`config.mk`:
```
export PLATFORM = sky130hd
export DESIGN_NAME = ps2_mouse_packet_cursor_core
export DESIGN_NICKNAME = d
export VERILOG_FILES = /design/src/rtl/core/ps2mc_pkg.sv /design/src/rtl/core/ps2mc_front.sv /design/src/rtl/core/ps2mc_fifo.sv /design/src/rtl/core/ps2mc_back.sv /design/src/rtl/core/ps2_mouse_packet_cursor_core.sv
export SDC_FILE = /design/constraint.sdc
export NUM_CORES = 1
export LEC_CHECK = 0
export BUFFER_PORTS_ARGS = -buffer_cell sky130_fd_sc_hd__buf_2
export CAP_MARGIN = 5
export CORE_ASPECT_RATIO = 0.9
export CORE_UTILIZATION = 65
export CTS_BUF_LIST = sky130_fd_sc_hd__clkbuf_8 sky130_fd_sc_hd__clkbuf_16
export DETAILED_ROUTE_END_ITERATION = 16
export MAX_ROUTING_LAYER = met4
export PLACE_DENSITY = 0.87
export SLEW_MARGIN = 20
export SYNTH_ARGS = -nofsm -noshare
export SYNTH_HDL_FRONTEND = slang
export SYNTH_SLANG_ARGS = --single-unit
export TNS_END_PERCENT = 5
```
`constraint.sdc`:
```
create_clock -name clock -period 8.4 [get_ports clock]
set_input_delay 1.68 -clock clock [delete_from_list [all_inputs] [get_ports clock]]
set_output_delay 1.68 -clock clock [all_outputs]
set_load 0.05 [all_outputs]
```
`src/rtl/core/ps2mc_pkg.sv`:
```
// ----------------------------------------------------------------------------
// PS/2 mouse cursor package
// Shared widths, register indexes, packet and CSR types, clamp helpers.
// ----------------------------------------------------------------------------
package ps2mc_pkg;

   localparam int COORD_BITS = 12;              // cursor position state width
   localparam int CURSOR_W   = 12;              // result field width
   localparam int BYTE_W     = 8;
   localparam int CFG_W      = 13;              // screen size register width
   localparam int CSR_IDX_W  = 4;
   localparam int SUM_W      = COORD_BITS + 2;  // position plus signed delta
   localparam int LIM_W      = ((COORD_BITS > CFG_W) ? COORD_BITS : CFG_W) + 1;
   localparam int QUEUE_DEPTH = 2;
   localparam int QPTR_W      = $clog2(QUEUE_DEPTH);
   localparam int QCNT_W      = $clog2(QUEUE_DEPTH + 1);

   localparam logic [CSR_IDX_W-1:0] REG_SCREEN_WIDTH  = CSR_IDX_W'(0);
   localparam logic [CSR_IDX_W-1:0] REG_SCREEN_HEIGHT = CSR_IDX_W'(1);

   localparam logic [CFG_W-1:0] RESET_WIDTH  = CFG_W'(320);
   localparam logic [CFG_W-1:0] RESET_HEIGHT = CFG_W'(200);
   localparam logic [COORD_BITS-1:0] RESET_POS_X = COORD_BITS'(160);
   localparam logic [COORD_BITS-1:0] RESET_POS_Y = COORD_BITS'(100);
   localparam logic [COORD_BITS-1:0] COORD_MAX   = '1;

   localparam int HDR_SYNC_BIT = 3;   // always set in a valid header byte
   localparam int HDR_LEFT_BIT = 0;

   typedef enum logic [1:0] {
      PH_HEADER  = 2'd0,
      PH_DELTA_X = 2'd1,
      PH_DELTA_Y = 2'd2
   } phase_type;

   typedef struct packed {
      logic              left;
      logic [BYTE_W-1:0] dx;
      logic [BYTE_W-1:0] dy;
   } pkt_type;

   typedef struct packed {
      logic                 valid;
      logic [CSR_IDX_W-1:0] index;
      logic [CFG_W-1:0]     data;
   } csr_wr_type;

   // Highest coordinate for a screen size; zero acts as one, saturates at
   // the top of the coordinate range.
   function automatic logic [COORD_BITS-1:0] limit_of(input logic [CFG_W-1:0] size);
      logic [CFG_W-1:0] lim;
      logic [LIM_W-1:0] lim_w;
      lim   = (size == '0) ? '0 : size - CFG_W'(1);
      lim_w = LIM_W'(lim);
      if (lim_w > LIM_W'(COORD_MAX)) begin
         return COORD_MAX;
      end
      return COORD_BITS'(lim_w);
   endfunction

   function automatic logic [COORD_BITS-1:0] clamp_coord(
      input logic signed [SUM_W-1:0] v,
      input logic [COORD_BITS-1:0]   hi
   );
      logic [SUM_W-2:0] mag;
      mag = v[SUM_W-2:0];
      if (v[SUM_W-1]) begin
         return '0;
      end
      if (mag > {1'b0, hi}) begin
         return hi;
      end
      return COORD_BITS'(mag);
   endfunction

endpackage

```
`src/rtl/core/ps2mc_front.sv`:
```
// ----------------------------------------------------------------------------
// PS/2 mouse packet assembler
// Filters mouse-channel bytes and collects three-byte packets.
// ----------------------------------------------------------------------------
module ps2mc_front
   import ps2mc_pkg::*;
(
   input  logic              clock,
   input  logic              reset,
   input  logic              in_xfer,
   input  logic [BYTE_W-1:0] rx_byte,
   input  logic              from_aux,
   output logic              push,
   output pkt_type           push_pkt
);

   phase_type         phase_ff, phase_in;
   logic [BYTE_W-1:0] header_ff, header_in;
   logic [BYTE_W-1:0] dx_ff, dx_in;
   logic              aux_xfer;

   assign aux_xfer = in_xfer && from_aux;

   // next state
   always_comb begin
      phase_in = phase_ff;
      if (aux_xfer) begin
         unique case (phase_ff)
            PH_DELTA_X: phase_in = PH_DELTA_Y;
            PH_DELTA_Y: phase_in = PH_HEADER;
            default:    phase_in = rx_byte[HDR_SYNC_BIT] ? PH_DELTA_X : PH_HEADER;
         endcase
      end
   end

   // outputs and byte capture
   always_comb begin
      push      = 1'b0;
      header_in = header_ff;
      dx_in     = dx_ff;
      if (aux_xfer) begin
         unique case (phase_ff)
            PH_DELTA_X: dx_in = rx_byte;
            PH_DELTA_Y: push  = 1'b1;
            default: begin
               if (rx_byte[HDR_SYNC_BIT]) header_in = rx_byte;
            end
         endcase
      end
      push_pkt.left = header_ff[HDR_LEFT_BIT];
      push_pkt.dx   = dx_ff;
      push_pkt.dy   = rx_byte;
   end

   always_ff @(posedge clock) begin
      if (reset) begin
         phase_ff <= PH_HEADER;
      end else begin
         phase_ff <= phase_in;
      end
      header_ff <= header_in;
      dx_ff     <= dx_in;
   end

endmodule

```
`src/rtl/core/ps2mc_fifo.sv`:
```
// ----------------------------------------------------------------------------
// PS/2 mouse packet queue
// Short queue between packet assembly and cursor update.
// ----------------------------------------------------------------------------
module ps2mc_fifo
   import ps2mc_pkg::*;
(
   input  logic    clock,
   input  logic    reset,
   input  logic    push,
   input  pkt_type push_pkt,
   input  logic    pop,
   output logic    full,
   output logic    not_empty,
   output pkt_type head_pkt
);

   pkt_type           entry_ff [QUEUE_DEPTH];
   logic [QPTR_W-1:0] wr_ptr_ff, wr_ptr_in;
   logic [QPTR_W-1:0] rd_ptr_ff, rd_ptr_in;
   logic [QCNT_W-1:0] count_ff, count_in;
   logic              do_push, do_pop;

   assign full      = (count_ff == QCNT_W'(QUEUE_DEPTH));
   assign not_empty = (count_ff != '0);
   assign do_push   = push && !full;
   assign do_pop    = pop && not_empty;
   assign head_pkt  = entry_ff[rd_ptr_ff];

   function automatic logic [QPTR_W-1:0] ptr_next(input logic [QPTR_W-1:0] p);
      return (p == QPTR_W'(QUEUE_DEPTH - 1)) ? '0 : p + QPTR_W'(1);
   endfunction

   always_comb begin
      wr_ptr_in = do_push ? ptr_next(wr_ptr_ff) : wr_ptr_ff;
      rd_ptr_in = do_pop  ? ptr_next(rd_ptr_ff) : rd_ptr_ff;
      count_in  = count_ff;
      if (do_push && !do_pop) count_in = count_ff + QCNT_W'(1);
      if (do_pop && !do_push) count_in = count_ff - QCNT_W'(1);
   end

   always_ff @(posedge clock) begin
      if (reset) begin
         wr_ptr_ff <= '0;
         rd_ptr_ff <= '0;
         count_ff  <= '0;
      end else begin
         wr_ptr_ff <= wr_ptr_in;
         rd_ptr_ff <= rd_ptr_in;
         count_ff  <= count_in;
      end
      if (do_push) entry_ff[wr_ptr_ff] <= push_pkt;
   end

`ifndef SYNTH
   a_count_bound: assert property (@(posedge clock) disable iff (reset)
      count_ff <= QCNT_W'(QUEUE_DEPTH))
      else $error("packet queue count out of range");

   a_no_push_full: assert property (@(posedge clock) disable iff (reset)
      !(push && full))
      else $error("packet pushed into full queue");
`endif

endmodule

```
`src/rtl/core/ps2mc_back.sv`:
```
// ----------------------------------------------------------------------------
// PS/2 mouse cursor update
// Applies packet deltas, clamps to the screen, holds the result register.
// ----------------------------------------------------------------------------
module ps2mc_back
   import ps2mc_pkg::*;
(
   input  logic                clock,
   input  logic                reset,
   input  csr_wr_type          csr_wr,
   input  logic                q_not_empty,
   input  pkt_type             q_pkt,
   output logic                pop,
   output logic                rsp_valid,
   input  logic                rsp_stall,
   output logic [CURSOR_W-1:0] rsp_cursor_x,
   output logic [CURSOR_W-1:0] rsp_cursor_y,
   output logic                rsp_button_left
);

   logic [COORD_BITS-1:0]   limit_x_ff, limit_x_in;
   logic [COORD_BITS-1:0]   limit_y_ff, limit_y_in;
   logic [COORD_BITS-1:0]   pos_x_ff, pos_x_in;
   logic [COORD_BITS-1:0]   pos_y_ff, pos_y_in;
   logic                    rsp_valid_ff, rsp_valid_in;
   logic [CURSOR_W-1:0]     cur_x_ff, cur_y_ff;
   logic                    left_ff;
   logic signed [SUM_W-1:0] sum_x, sum_y;

   // limits are kept pre-computed from the size registers
   always_comb begin
      limit_x_in = limit_x_ff;
      limit_y_in = limit_y_ff;
      if (csr_wr.valid) begin
         if (csr_wr.index == REG_SCREEN_WIDTH)  limit_x_in = limit_of(csr_wr.data);
         if (csr_wr.index == REG_SCREEN_HEIGHT) limit_y_in = limit_of(csr_wr.data);
      end
   end

   assign pop = q_not_empty && (!rsp_valid_ff || !rsp_stall);

   always_comb begin
      sum_x = $signed({2'b00, pos_x_ff}) + SUM_W'($signed(q_pkt.dx));
      sum_y = $signed({2'b00, pos_y_ff}) - SUM_W'($signed(q_pkt.dy));
      pos_x_in = pop ? clamp_coord(sum_x, limit_x_ff) : pos_x_ff;
      pos_y_in = pop ? clamp_coord(sum_y, limit_y_ff) : pos_y_ff;
      rsp_valid_in = pop || (rsp_valid_ff && rsp_stall);
   end

   always_ff @(posedge clock) begin
      if (reset) begin
         limit_x_ff   <= limit_of(RESET_WIDTH);
         limit_y_ff   <= limit_of(RESET_HEIGHT);
         pos_x_ff     <= RESET_POS_X;
         pos_y_ff     <= RESET_POS_Y;
         rsp_valid_ff <= 1'b0;
      end else begin
         limit_x_ff   <= limit_x_in;
         limit_y_ff   <= limit_y_in;
         pos_x_ff     <= pos_x_in;
         pos_y_ff     <= pos_y_in;
         rsp_valid_ff <= rsp_valid_in;
      end
      if (pop) begin
         cur_x_ff <= CURSOR_W'(pos_x_in);
         cur_y_ff <= CURSOR_W'(pos_y_in);
         left_ff  <= q_pkt.left;
      end
   end

   assign rsp_valid       = rsp_valid_ff;
   assign rsp_cursor_x    = cur_x_ff;
   assign rsp_cursor_y    = cur_y_ff;
   assign rsp_button_left = left_ff;

`ifndef SYNTH
   a_pop_shows: assert property (@(posedge clock) disable iff (reset)
      pop |=> rsp_valid_ff && (cur_x_ff == CURSOR_W'(pos_x_ff))
              && (cur_y_ff == CURSOR_W'(pos_y_ff)))
      else $error("result register does not match updated position");

   a_clamped: assert property (@(posedge clock) disable iff (reset)
      pop |=> (pos_x_ff <= $past(limit_x_ff)) && (pos_y_ff <= $past(limit_y_ff)))
      else $error("cursor outside screen after update");
`endif

endmodule

```
`src/rtl/core/ps2_mouse_packet_cursor_core.sv`:
```
// ----------------------------------------------------------------------------
// PS/2 mouse packet cursor core
// Decodes three-byte mouse packets into a clamped cursor position.
// ----------------------------------------------------------------------------
// Accepts one controller byte per clock while req_stall is low. Bytes with
// req_from_aux low are discarded; a header byte without bit 3 set is dropped
// to resync. Each completed packet yields one result with the clamped cursor
// and left button: the assembler writes the packet into a two-entry queue
// when the third byte is taken, and the cursor update loads the result
// register when it pops the packet. req_stall rises only when that queue is
// full, which happens only while rsp_stall holds back results.
// Screen size registers (index 0 width, 1 height) are written through csr_*,
// which is always ready.
module ps2_mouse_packet_cursor_core
   import ps2mc_pkg::*;
(
   input  logic                 clock,
   input  logic                 reset,
   input  logic                 req_valid,
   output logic                 req_stall,
   input  logic [BYTE_W-1:0]    req_rx_byte,
   input  logic                 req_from_aux,
   output logic                 rsp_valid,
   input  logic                 rsp_stall,
   output logic [CURSOR_W-1:0]  rsp_cursor_x,
   output logic [CURSOR_W-1:0]  rsp_cursor_y,
   output logic                 rsp_button_left,
   input  logic                 csr_valid,
   output logic                 csr_ready,
   input  logic [CSR_IDX_W-1:0] csr_index,
   input  logic [CFG_W-1:0]     csr_wdata
);

   logic       in_xfer;
   logic       push, pop, q_full, q_not_empty;
   pkt_type    push_pkt, head_pkt;
   csr_wr_type csr_wr;

   assign csr_ready    = 1'b1;
   assign csr_wr.valid = csr_valid && csr_ready;
   assign csr_wr.index = csr_index;
   assign csr_wr.data  = csr_wdata;

   assign req_stall = q_full;
   assign in_xfer   = req_valid && !req_stall;

   ps2mc_front u_front (
      .clock    (clock),
      .reset    (reset),
      .in_xfer  (in_xfer),
      .rx_byte  (req_rx_byte),
      .from_aux (req_from_aux),
      .push     (push),
      .push_pkt (push_pkt)
   );

   ps2mc_fifo u_fifo (
      .clock     (clock),
      .reset     (reset),
      .push      (push),
      .push_pkt  (push_pkt),
      .pop       (pop),
      .full      (q_full),
      .not_empty (q_not_empty),
      .head_pkt  (head_pkt)
   );

   ps2mc_back u_back (
      .clock           (clock),
      .reset           (reset),
      .csr_wr          (csr_wr),
      .q_not_empty     (q_not_empty),
      .q_pkt           (head_pkt),
      .pop             (pop),
      .rsp_valid       (rsp_valid),
      .rsp_stall       (rsp_stall),
      .rsp_cursor_x    (rsp_cursor_x),
      .rsp_cursor_y    (rsp_cursor_y),
      .rsp_button_left (rsp_button_left)
   );

endmodule
```
==> results of run 1 <==
==> registers in the layout (all words and copies together), names as in the netlist, named ones only <==
register,count
u_front.dx_ff,8
u_back.rsp_cursor_x,12
u_back.limit_y_ff,12
u_back.pos_y_ff,12
u_fifo.count_ff,2
u_back.rsp_button_left,1
u_front.phase_ff,2
u_back.rsp_cursor_y,12
u_back.limit_x_ff,12
u_fifo.rd_ptr_ff,1
u_back.rsp_valid,1
u_fifo.wr_ptr_ff,1
u_fifo.entry_ff,34
u_front.header_ff,1
u_back.pos_x_ff,12
==> path summary, 6_finish.rpt <==
path / startpoint / to / cells after the start
worst max-delay path: flop / u_back.rsp_cursor_y[9] / 14
worst min-delay path: u_front.dx_ff[4] / u_fifo.entry_ff[0][12] / 0
worst max register to register: flop / u_back.rsp_cursor_y[9] / 14
worst min register to register: u_front.dx_ff[4] / u_fifo.entry_ff[0][12] / 0
==> kinds of logic after synthesis <==
family | count (synthesis)
AOI/OAI and AO/OA | 171
xor gates and xnor gates | 33
adders and majority gates | 58
buffers and inverters | 64
DFF | 124
muxes | 40
other | 1
and+or+nand+nor | 162
==> final cells by class <==
type / count / area, µm²
clock buffer: 17 / 425.4
clock inverter: 14 / 178.9
fill: 584 / 2137
inverter: 44 / 165.2
multi-input combinational: 465 / 3312
sequential: 124 / 3163
tap: 126 / 157.7
timing repair buffer: 63 / 330.3
==> worst max-delay path, stage by stage (launching register included) <==
cell and delay (ns):
dfxtp_1 0.88, mux2i_1 0.87, ha_1 0.42, a2111oi_0 0.45, a21oi_1 0.21, a31oi_1 0.30, xor2_1 0.24, ha_1 0.29
and3_1 0.20, a221oi_1 0.36, o21ai_0 0.17, a21oi_1 0.16, buf_4 0.25, mux2_2 0.37, a22o_1 0.20
==> through the flow <==
stage	hold WS, ns	total power, mW	setup WS [ns]	cell area [µm²]
after floorplan	0.4215	1.485	4.140	6739
after global placement	0.4238	1.658	3.362	7128
after detailed placement	0.4379	1.701	3.226	7128
after CTS	0.4504	2.475	2.923	7732
after global routing	0.4665	2.608	2.461	7732
final	0.4535	2.499	2.788	7732
==> cells in the mapped netlist, types with 7 or more instances <==
master and n:
edfxtp_1 68, nand2_1 65, o21ai_0 58, dfxtp_1 56, ha_1 56, inv_1 43, nor2_1 43, mux2i_1 28
a21oi_1 26, xnor2_1 22, o21a_1 17, o211ai_1 16, clkbuf_1 11, mux2_2 11, xor2_1 11, nand2b_1 10
a211oi_1 9, a21o_1 8, nor3_1 7
==> power groups by stage <==
| stage | Combinational [mW] | Sequential (mW) | Clock [mW] |
|---|---|---|---|
| 6_report | 0.972 | 0.772 | 0.755 |
| 5_1_grt | 1.05 | 0.778 | 0.782 |
| 4_1_cts | 0.951 | 0.771 | 0.753 |
| 3_5_place_dp | 0.920 | 0.781 | 0 |
| 3_3_place_gp | 0.881 | 0.778 | 0 |
| 2_1_floorplan | 0.621 | 0.863 | 0 |
==> per-layer routing <==
layer  up-vias  wire length [µm]
met2       319              8265
li1       2496                 -
met3        62              1495
met1      2594              6634
met4         0               569
met5         -                 0
==> impl_metrics.yaml, run 1 <==
pwr:
  p_int_mw: 1.562
  powerDensity_nw_per_um2: 323.2
  pwr-share-seq: 0.309
  peakVddDrop_mv: 0.2661
  pwr-share-clk: 0.302
  switching_share: 0.3750
  power_frac_comb: 0.389
  power_leakage_nw: 3.140
  switchingPower_mw: 0.9372
placed_design:
  hpwl_um: 11320
  io_buffer_count: 57
  post-place-cells: 822
  gp_congestion: 0.9648
cells_and_area:
  utilization: 0.7835
  instances_no_fill: 853
  final_common_cell: "edfxtp_1"
  num_antenna_cells: 0
  area_growth_pct: 14.74
  final_cell_mix: "edfxtp_1 (68), nand2_1 (65), o21ai_0 (58)"
  drive_gt1_frac: 0.1568
  nNetsFinal: 804
run_status:
  status: "finished clean"
cts:
  clock-sinks: 124
  clkTransAtPathRegs_ns: 0.05
  clock_latency_ns: 0.42
  clock_path_buffers: 2
  holdBufCountCts: 0
  cts_tree: "built"
  cts_max_level: 4
  postCtsResizedCells: 0
  cts.root.buffer_cell: "clkbuf_16"
  postCtsSetupRepairBufs: 0
  numCtsBuffers: 17
synth:
  synthCells: 653
  synth_top_family_by_area: "compound AO/OA/AOI/OAI gates"
  synth_area_per_cell_um2: 10.32
  synth_seq_cells: 124
  synth-simple-area-share: 0.1155
  synth_area_um2: 6739
  synth-xor-area-share: 0.04289
  ys_types: 61
  ys_seq_area_frac: 0.4694
  syn_nets: 742
  synth_compound_area_frac: 0.1606
  synthAdderAreaFrac: 0.1099
  synth_edf_count: 68
  synth_top_area_frac: 0.3030
  yosys.area.top_type: "edfxtp_1"
  synth.area.top_cells: "edfxtp_1 (30%), dfxtp_1 (17%), ha_1 (10%)"
  async_reset_ff_frac: 0
  synth_mux_area_frac: 0.06201
  synthFlopType: "edfxtp_1"
  yosysWarningCount: 0
floorplan:
  die_h_um: 98.60
  ios: 59
  rows: 34
  core_area_um2: 9869
  die-area_um2: 10780
  initial_utilization: 0.6828
  die_w_um: 109.3
global_route:
  grt_pass1_vias: 5466
  grt.busiest_layer: "met2"
  grt_antenna_before_repair: 0
  grt_max_degree: 35
  grt-ovfl-total: 0
  grt_util_met1: 0.4222
  use_met2: 0.5641
  track_usage: 0.3541
  grt_pass1_wl_um: 27830
  met3_usage: 0.09722
sta:
  worstMarginPinSlew_ns: 0.9365
  fin_tns_setup_ns: 0
  hold_violations: 0
  period_minus_slack_ns: 5.612
  fin_skew_ns: 0.009828
  rsz0062_at_grt: "false"
  setup_viol: 0
  slew_headroom: 0.3578
  drv_slew: 0
  max_freq_mhz: 178.2
  timing.final.crit_share: 0.6681
route:
  drt-initial-drc-count: 516
  antenna_left: 0
  viasPerCell: 6.414
  drt_wl_total_um: 16970
  wire_per_inst_um: 19.89
  vias: 5471
  drtPass1Iterations: 5
  drc: 0
critical_path:
  end_kind: "flop"
  worst_setup_path_start_kind: "flop"
  cp.arrival_ns: 5.78
  regToRegSetupSlack_ns: 2.79
  critPathKind: "reg2reg"
  required_ns: 8.57
  worst-path-max-fanout: 17
hold_path:
  hold_class: "reg2reg"
flow_run:
  drv_cap: 0
No activity file was read; power rests on OpenSTA's default activity.
==> inputs of run 2 (changes only) <==
--- a/config.mk
+++ b/config.mk
@@ -8,11 +8,11 @@
 export BUFFER_PORTS_ARGS = -buffer_cell sky130_fd_sc_hd__buf_2
 export CAP_MARGIN = 5
 export CORE_ASPECT_RATIO = 0.9
-export CORE_UTILIZATION = 65
+export CORE_UTILIZATION = 54
 export CTS_BUF_LIST = sky130_fd_sc_hd__clkbuf_8 sky130_fd_sc_hd__clkbuf_16
 export DETAILED_ROUTE_END_ITERATION = 16
 export MAX_ROUTING_LAYER = met4
-export PLACE_DENSITY = 0.87
+export PLACE_DENSITY = 0.77
 export SLEW_MARGIN = 20
 export SYNTH_ARGS = -nofsm -noshare
 export SYNTH_HDL_FRONTEND = slang
==> constraint.sdc (replaced) <==
create_clock -name clock -period 4.9 [get_ports clock]
set_input_delay 0.98 -clock clock [delete_from_list [all_inputs] [get_ports clock]]
set_output_delay 0.98 -clock clock [all_outputs]
set_load 0.05 [all_outputs]
==> run 2 against run 1 <==
  * Total power increased by 62%
  * Sequential share of layout area about the same
  * Global-route usage decreased by 9.4 points
  * Maximum frequency increased by 24%
  * Count of clock-buffer cells in the layout unchanged
  * Sequential power increased by 68%
  * Cell count increased by 4.5%
  * Worst setup slack got worse by 2.4 ns
  * Die area increased by 20%
  * Clock skew decreased by 0.00083 ns
  * Critical path depth increased by 3
  * Critical path type unchanged
==> impl_metrics.yaml, run 2 (same netlist as run 1, synthesis figures left out) <==
run_status:
  status: "finished clean"
floorplan:
  core_area_um2: 12120
  die_h_um: 108.0
  rows: 38
  die-area_um2: 12930
  ios: 59
  initial_utilization: 0.5558
  die_w_um: 119.8
route:
  drtPass1Iterations: 5
  drc: 0
  antenna_left: 0
  wire_per_inst_um: 17.17
  drt-initial-drc-count: 362
  vias: 5092
  drt_wl_total_um: 15300
  viasPerCell: 5.715
cells_and_area:
  area_growth_pct: 14.61
  largest_reg_flops: 34
  final_common_cell: "edfxtp_1"
  final_cell_mix: "edfxtp_1 (68), nand2_1 (65), o21ai_0 (58)"
  drive_gt1_frac: 0.1642
  nNetsFinal: 807
  num_antenna_cells: 0
  top_register: "u_fifo.entry_ff"
  fillers: 978
critical_path:
  critPathKind: "reg2reg"
  worst-path-max-fanout: 9
  critPathTopFamily: "compound AO/OA/AOI/OAI gates"
  required_ns: 5.05
  end_kind: "flop"
  critical_path.max_stage_delay_ns: 0.41
  regToRegSetupSlack_ns: 0.37
  worst_path_max_delay_cell: "fa_1"
  worstPathBufferInverterCount: 2
  cp.arrival_ns: 4.67
  r2r_end: "u_back.rsp_cursor_y[1]"
  reg2reg_depth: 17
  worst_setup_path_start_kind: "flop"
  path_cells: "buf_4, mux2_2, ha_1, fa_1, nor2b_1, o2111ai_1, nand3_1, a31oi_1, xnor2_1, ha_1, and3_1, a221oi_1, o21ai_0, a21oi_2, buf_4, mux2i_1, o22ai_1"
cts:
  clkTransAtPathRegs_ns: 0.06
  clock_path_buffers: 2
  holdBufCountCts: 0
  cts_tree: "built"
  cts.root.buffer_cell: "clkbuf_16"
  clock-sinks: 124
  postCtsSetupRepairBufs: 0
  numCtsBuffers: 17
  postCtsResizedCells: 0
  cts_max_level: 4
  clock_latency_ns: 0.42
sta:
  fin_tns_setup_ns: 0
  fin_skew_ns: 0.008994
  max_freq_mhz: 221.0
  hold_violations: 0
  worstMarginPinSlew_ns: 0.8726
  timing.final.crit_share: 0.9237
  slew_headroom: 0.4171
  setup_viol: 0
  drv_slew: 0
  period_minus_slack_ns: 4.526
  rsz0062_at_grt: "false"
placed_design:
  hpwl_um: 11190
  gp_congestion: 0.9342
  io_buffer_count: 57
pwr:
  power_leakage_nw: 3.115
  finalPower_mw: 4.037
  peakVddDrop_mv: 0.3674
  powerDensity_nw_per_um2: 522.7
hold_path:
  holdCritStartpoint: "u_front.header_ff[0]"
  hold_class: "reg2reg"
  holdPathEnd: "u_fifo.entry_ff[0][16]"
  holdPathStages: 0
global_route:
  grt_antenna_before_repair: 0
  track_usage: 0.2597
  grt-ovfl-total: 0
  grt_pass1_wl_um: 24810
  grt_pass1_vias: 5110
  grt_max_degree: 26
flow_run:
  drv_cap: 0
[run 2: cell types whose count changed in the layout (fill, tap and decap cells not counted)]
| cell | change |
|---|---|
| clkinv_2 | +1 |
| clkinv_4 | +1 |
| clkinvlp_4 | +2 |
| clkinv_1 | -1 |
| a21oi_1 | -1 |
| inv_6 | +2 |
| buf_4 | +3 |
| bufinv_16 | -4 |
| a21oi_2 | +1 |
[run 2: cell type report]
| class | instances | area [µm²] | share of cell area |
|---|---|---|---|
| clock inverter | 15 | 101.3 | 0.01312 |
| sequential | 124 | 3163 | 0.4095 |
| timing repair buffer | 66 | 352.8 | 0.04568 |
| clock buffer | 17 | 425.4 | 0.05508 |
| multi-input combinational | 465 | 3316 | 0.4293 |
| inverter | 44 | 165.2 | 0.02138 |
| tap | 160 | 200.2 | 0.02592 |
[run 2: layer usage]
layer	part of all wire	routed length (µm)	global-route usage	vias up
met1	0.44	6657	0.3082	2408
met2	0.48	7333	0.4236	158
met4	0.030	457	0.1089	0
met3	0.056	852	0.06382	37
met5	0	0	-	-
li1	-	-	-	2489
[run 2: per-stage QoR]
stage	hold WS, ns	cell area, µm²	cells	util	setup slack, ns
after floorplan	0.4215	6739	653	-	0.6404
after global placement	0.4238	7193	859	0.5933	0.5025
after detailed placement	0.4380	7193	859	0.5933	0.3719
after CTS	0.4511	7720	891	0.6367	0.3290
after global routing	0.4570	7724	891	0.6370	0.03340
final	0.4534	7724	891	0.6370	0.3741
[run 2: how the worst max path moves through the flow]
stage,from,endpoint,cells past startpoint
after floorplan,flop,u_back.rsp_cursor_y[0],18
after global routing,flop,u_back.rsp_cursor_y[2],17
after detailed placement,flop,u_back.rsp_cursor_y[6],17
after CTS,flop,u_back.rsp_cursor_y[6],17
final,flop,u_back.rsp_cursor_y[1],17
after global placement,flop,u_back.rsp_cursor_x[11],17
[run 2: power by group]
part / leakage [nW] / switching (mW) / total [mW] / internal [mW]
sequential: 1.07 / 0.0550 / 1.30 / 1.24
combinational: 1.79 / 1.04 / 1.64 / 0.601
clock: 0.254 / 0.458 / 1.10 / 0.641
==> inputs of run 3 (changes only) <==
--- a/config.mk
+++ b/config.mk
@@ -13,6 +13,7 @@
 export DETAILED_ROUTE_END_ITERATION = 16
 export MAX_ROUTING_LAYER = met4
 export PLACE_DENSITY = 0.77
+export RECOVER_POWER = 50
 export SLEW_MARGIN = 20
 export SYNTH_ARGS = -nofsm -noshare
 export SYNTH_HDL_FRONTEND = slang
==> run 3 against run 2 <==
  * Maximum frequency down 0.36%
  * Clock skew barely moved
  * Sequential cell count stayed put
  * Routed wire length is 0.15% lower
  * Clock power is essentially flat
  * Count of clock-buffer cells in the layout is the same
  * Cell area is 0.57% lower
  * Global-route usage did not move
  * Critical endpoint unchanged
  * Highest routed layer unchanged
==> impl_metrics.yaml, run 3 (same netlist as run 1, synthesis figures left out) <==
run_status:
  status: "finished clean"
pwr:
  power_leakage_nw: 3.027
  powerDensity_nw_per_um2: 523.7
  peakVddDrop_mv: 0.3671
  switchingPower_mw: 1.553
  switching_share: 0.3861
  pwr-share-clk: 0.273
  p_int_mw: 2.469
  power_frac_comb: 0.404
  pwr-share-seq: 0.323
cts:
  postCtsSetupRepairBufs: 0
  postCtsResizedCells: 0
  clock_path_buffers: 2
  holdBufCountCts: 0
  cts_max_level: 4
  cts_tree: "built"
  cts.root.buffer_cell: "clkbuf_16"
  clkTransAtPathRegs_ns: 0.06
  clock_latency_ns: 0.42
  clock-sinks: 124
  numCtsBuffers: 17
cells_and_area:
  final_area_um2: 7680
  area_growth_pct: 13.96
  seq_area_um2: 3163
  fillers: 997
  largest_reg_flops: 34
  multiInputGateArea_um2: 3316
  final_common_cell: "edfxtp_1"
  drive_gt1_frac: 0.1204
  utilization: 0.6334
  instances_no_fill: 891
  nNetsFinal: 807
  num_antenna_cells: 0
  final_cell_mix: "edfxtp_1 (68), nand2_1 (65), o21ai_0 (59)"
  top_register: "u_fifo.entry_ff"
global_route:
  grt_max_degree: 26
  grt-ovfl-total: 0
  grt_pass1_wl_um: 24810
  grt.busiest_layer: "met2"
  track_usage: 0.2597
  grt_pass1_vias: 5110
  grt_antenna_before_repair: 0
  use_met2: 0.4236
  met3_usage: 0.06382
  grt_util_met1: 0.3082
sta:
  period_minus_slack_ns: 4.542
  setup_viol: 0
  fin_tns_setup_ns: 0
  max_freq_mhz: 220.1
  rsz0062_at_grt: "false"
  fin_skew_ns: 0.008911
  timing.final.crit_share: 0.9270
  drv_slew: 0
  worstMarginPinSlew_ns: 1.323
  slew_headroom: 0.1178
  hold_violations: 0
critical_path:
  path_cells: "buf_4, mux2_2, ha_1, fa_1, nor2b_1, o2111ai_1, nand3_1, a31oi_1, xnor2_1, ha_1, and3_1, a221oi_1, o21ai_0, a21oi_2, buf_4, mux2i_1, o22ai_1"
  cp.arrival_ns: 4.67
  regToRegSetupSlack_ns: 0.36
  worst-path-max-fanout: 9
  worst_setup_path_start_kind: "flop"
  critPathKind: "reg2reg"
  required_ns: 5.03
  end_kind: "flop"
  worst_path_max_delay_cell: "fa_1"
  critical_path.max_stage_delay_ns: 0.41
route:
  drtPass1Iterations: 5
  wire_per_inst_um: 17.15
  drt_wl_total_um: 15280
  viasPerCell: 5.738
  drt-initial-drc-count: 363
  vias: 5113
  drc: 0
  antenna_left: 0
placed_design:
  io_buffer_count: 57
  post-place-cells: 859
  hpwl_um: 11190
  gp_congestion: 0.9342
  place_area_um2: 7193
floorplan:
  rows: 38
  initial_utilization: 0.5558
  core_area_um2: 12120
  die-area_um2: 12930
  die_w_um: 119.8
  die_h_um: 108.0
  ios: 59
flow_run:
  drv_cap: 0
hold_path:
  hold_class: "reg2reg"
-- run 3: final timing paths --
path | startpoint | end | cells past startpoint
max | flop | u_back.rsp_cursor_y[1] | 17
min | u_front.dx_ff[6] | u_fifo.entry_ff[0][14] | 0
max reg2reg | flop | u_back.rsp_cursor_y[1] | 17
min reg2reg | u_front.dx_ff[6] | u_fifo.entry_ff[0][14] | 0
-- run 3: cell type report --
cell class                 instances  share of cell area
multi-input combinational        465              0.4317
clock inverter                    15             0.01320
timing repair buffer              66             0.04024
sequential                       124              0.4119
tap                              160             0.02607
inverter                          44             0.02151
clock buffer                      17             0.05539
-- run 3: per-layer routing --
layer  share of wire  vias to the layer above
met5               0                        -
met4           0.030                        0
met3           0.060                       40
met2            0.48                      177
met1            0.43                     2406
li1                -                     2490
-- run 3: power by group through the flow --
stage / logic [mW] / registers (mW) / clock network (mW)
floorplan: 1.07 / 1.48 / 0
global placement: 1.56 / 1.31 / 0
detailed placement: 1.61 / 1.31 / 0
CTS: 1.63 / 1.30 / 1.11
global route: 1.79 / 1.31 / 1.15
finish: 1.63 / 1.30 / 1.10
-- run 3: stage by stage --
stage	hold slack [ns]	worst slack [ns]	total power, mW
5_1_grt	0.4570	0.03320	4.254
3_5_place_dp	0.4380	0.3719	2.927
2_1_floorplan	0.4215	0.6404	2.545
6_report	0.4505	0.3576	4.022
3_3_place_gp	0.4238	0.5025	2.876
4_1_cts	0.4511	0.3290	4.035
-- run 3: critical path: cells and delay by family, from the launching register on --
family                     cells  cell delay [ns]
DFF                            1             0.33
xor gates and xnor gates       1             0.23
muxes                          2             0.65
buffers and inverters          2             0.46
AOI/OAI and AO/OA              6             1.08
and+or+nand+nor                3             0.58
adders and majority gates      3             0.92
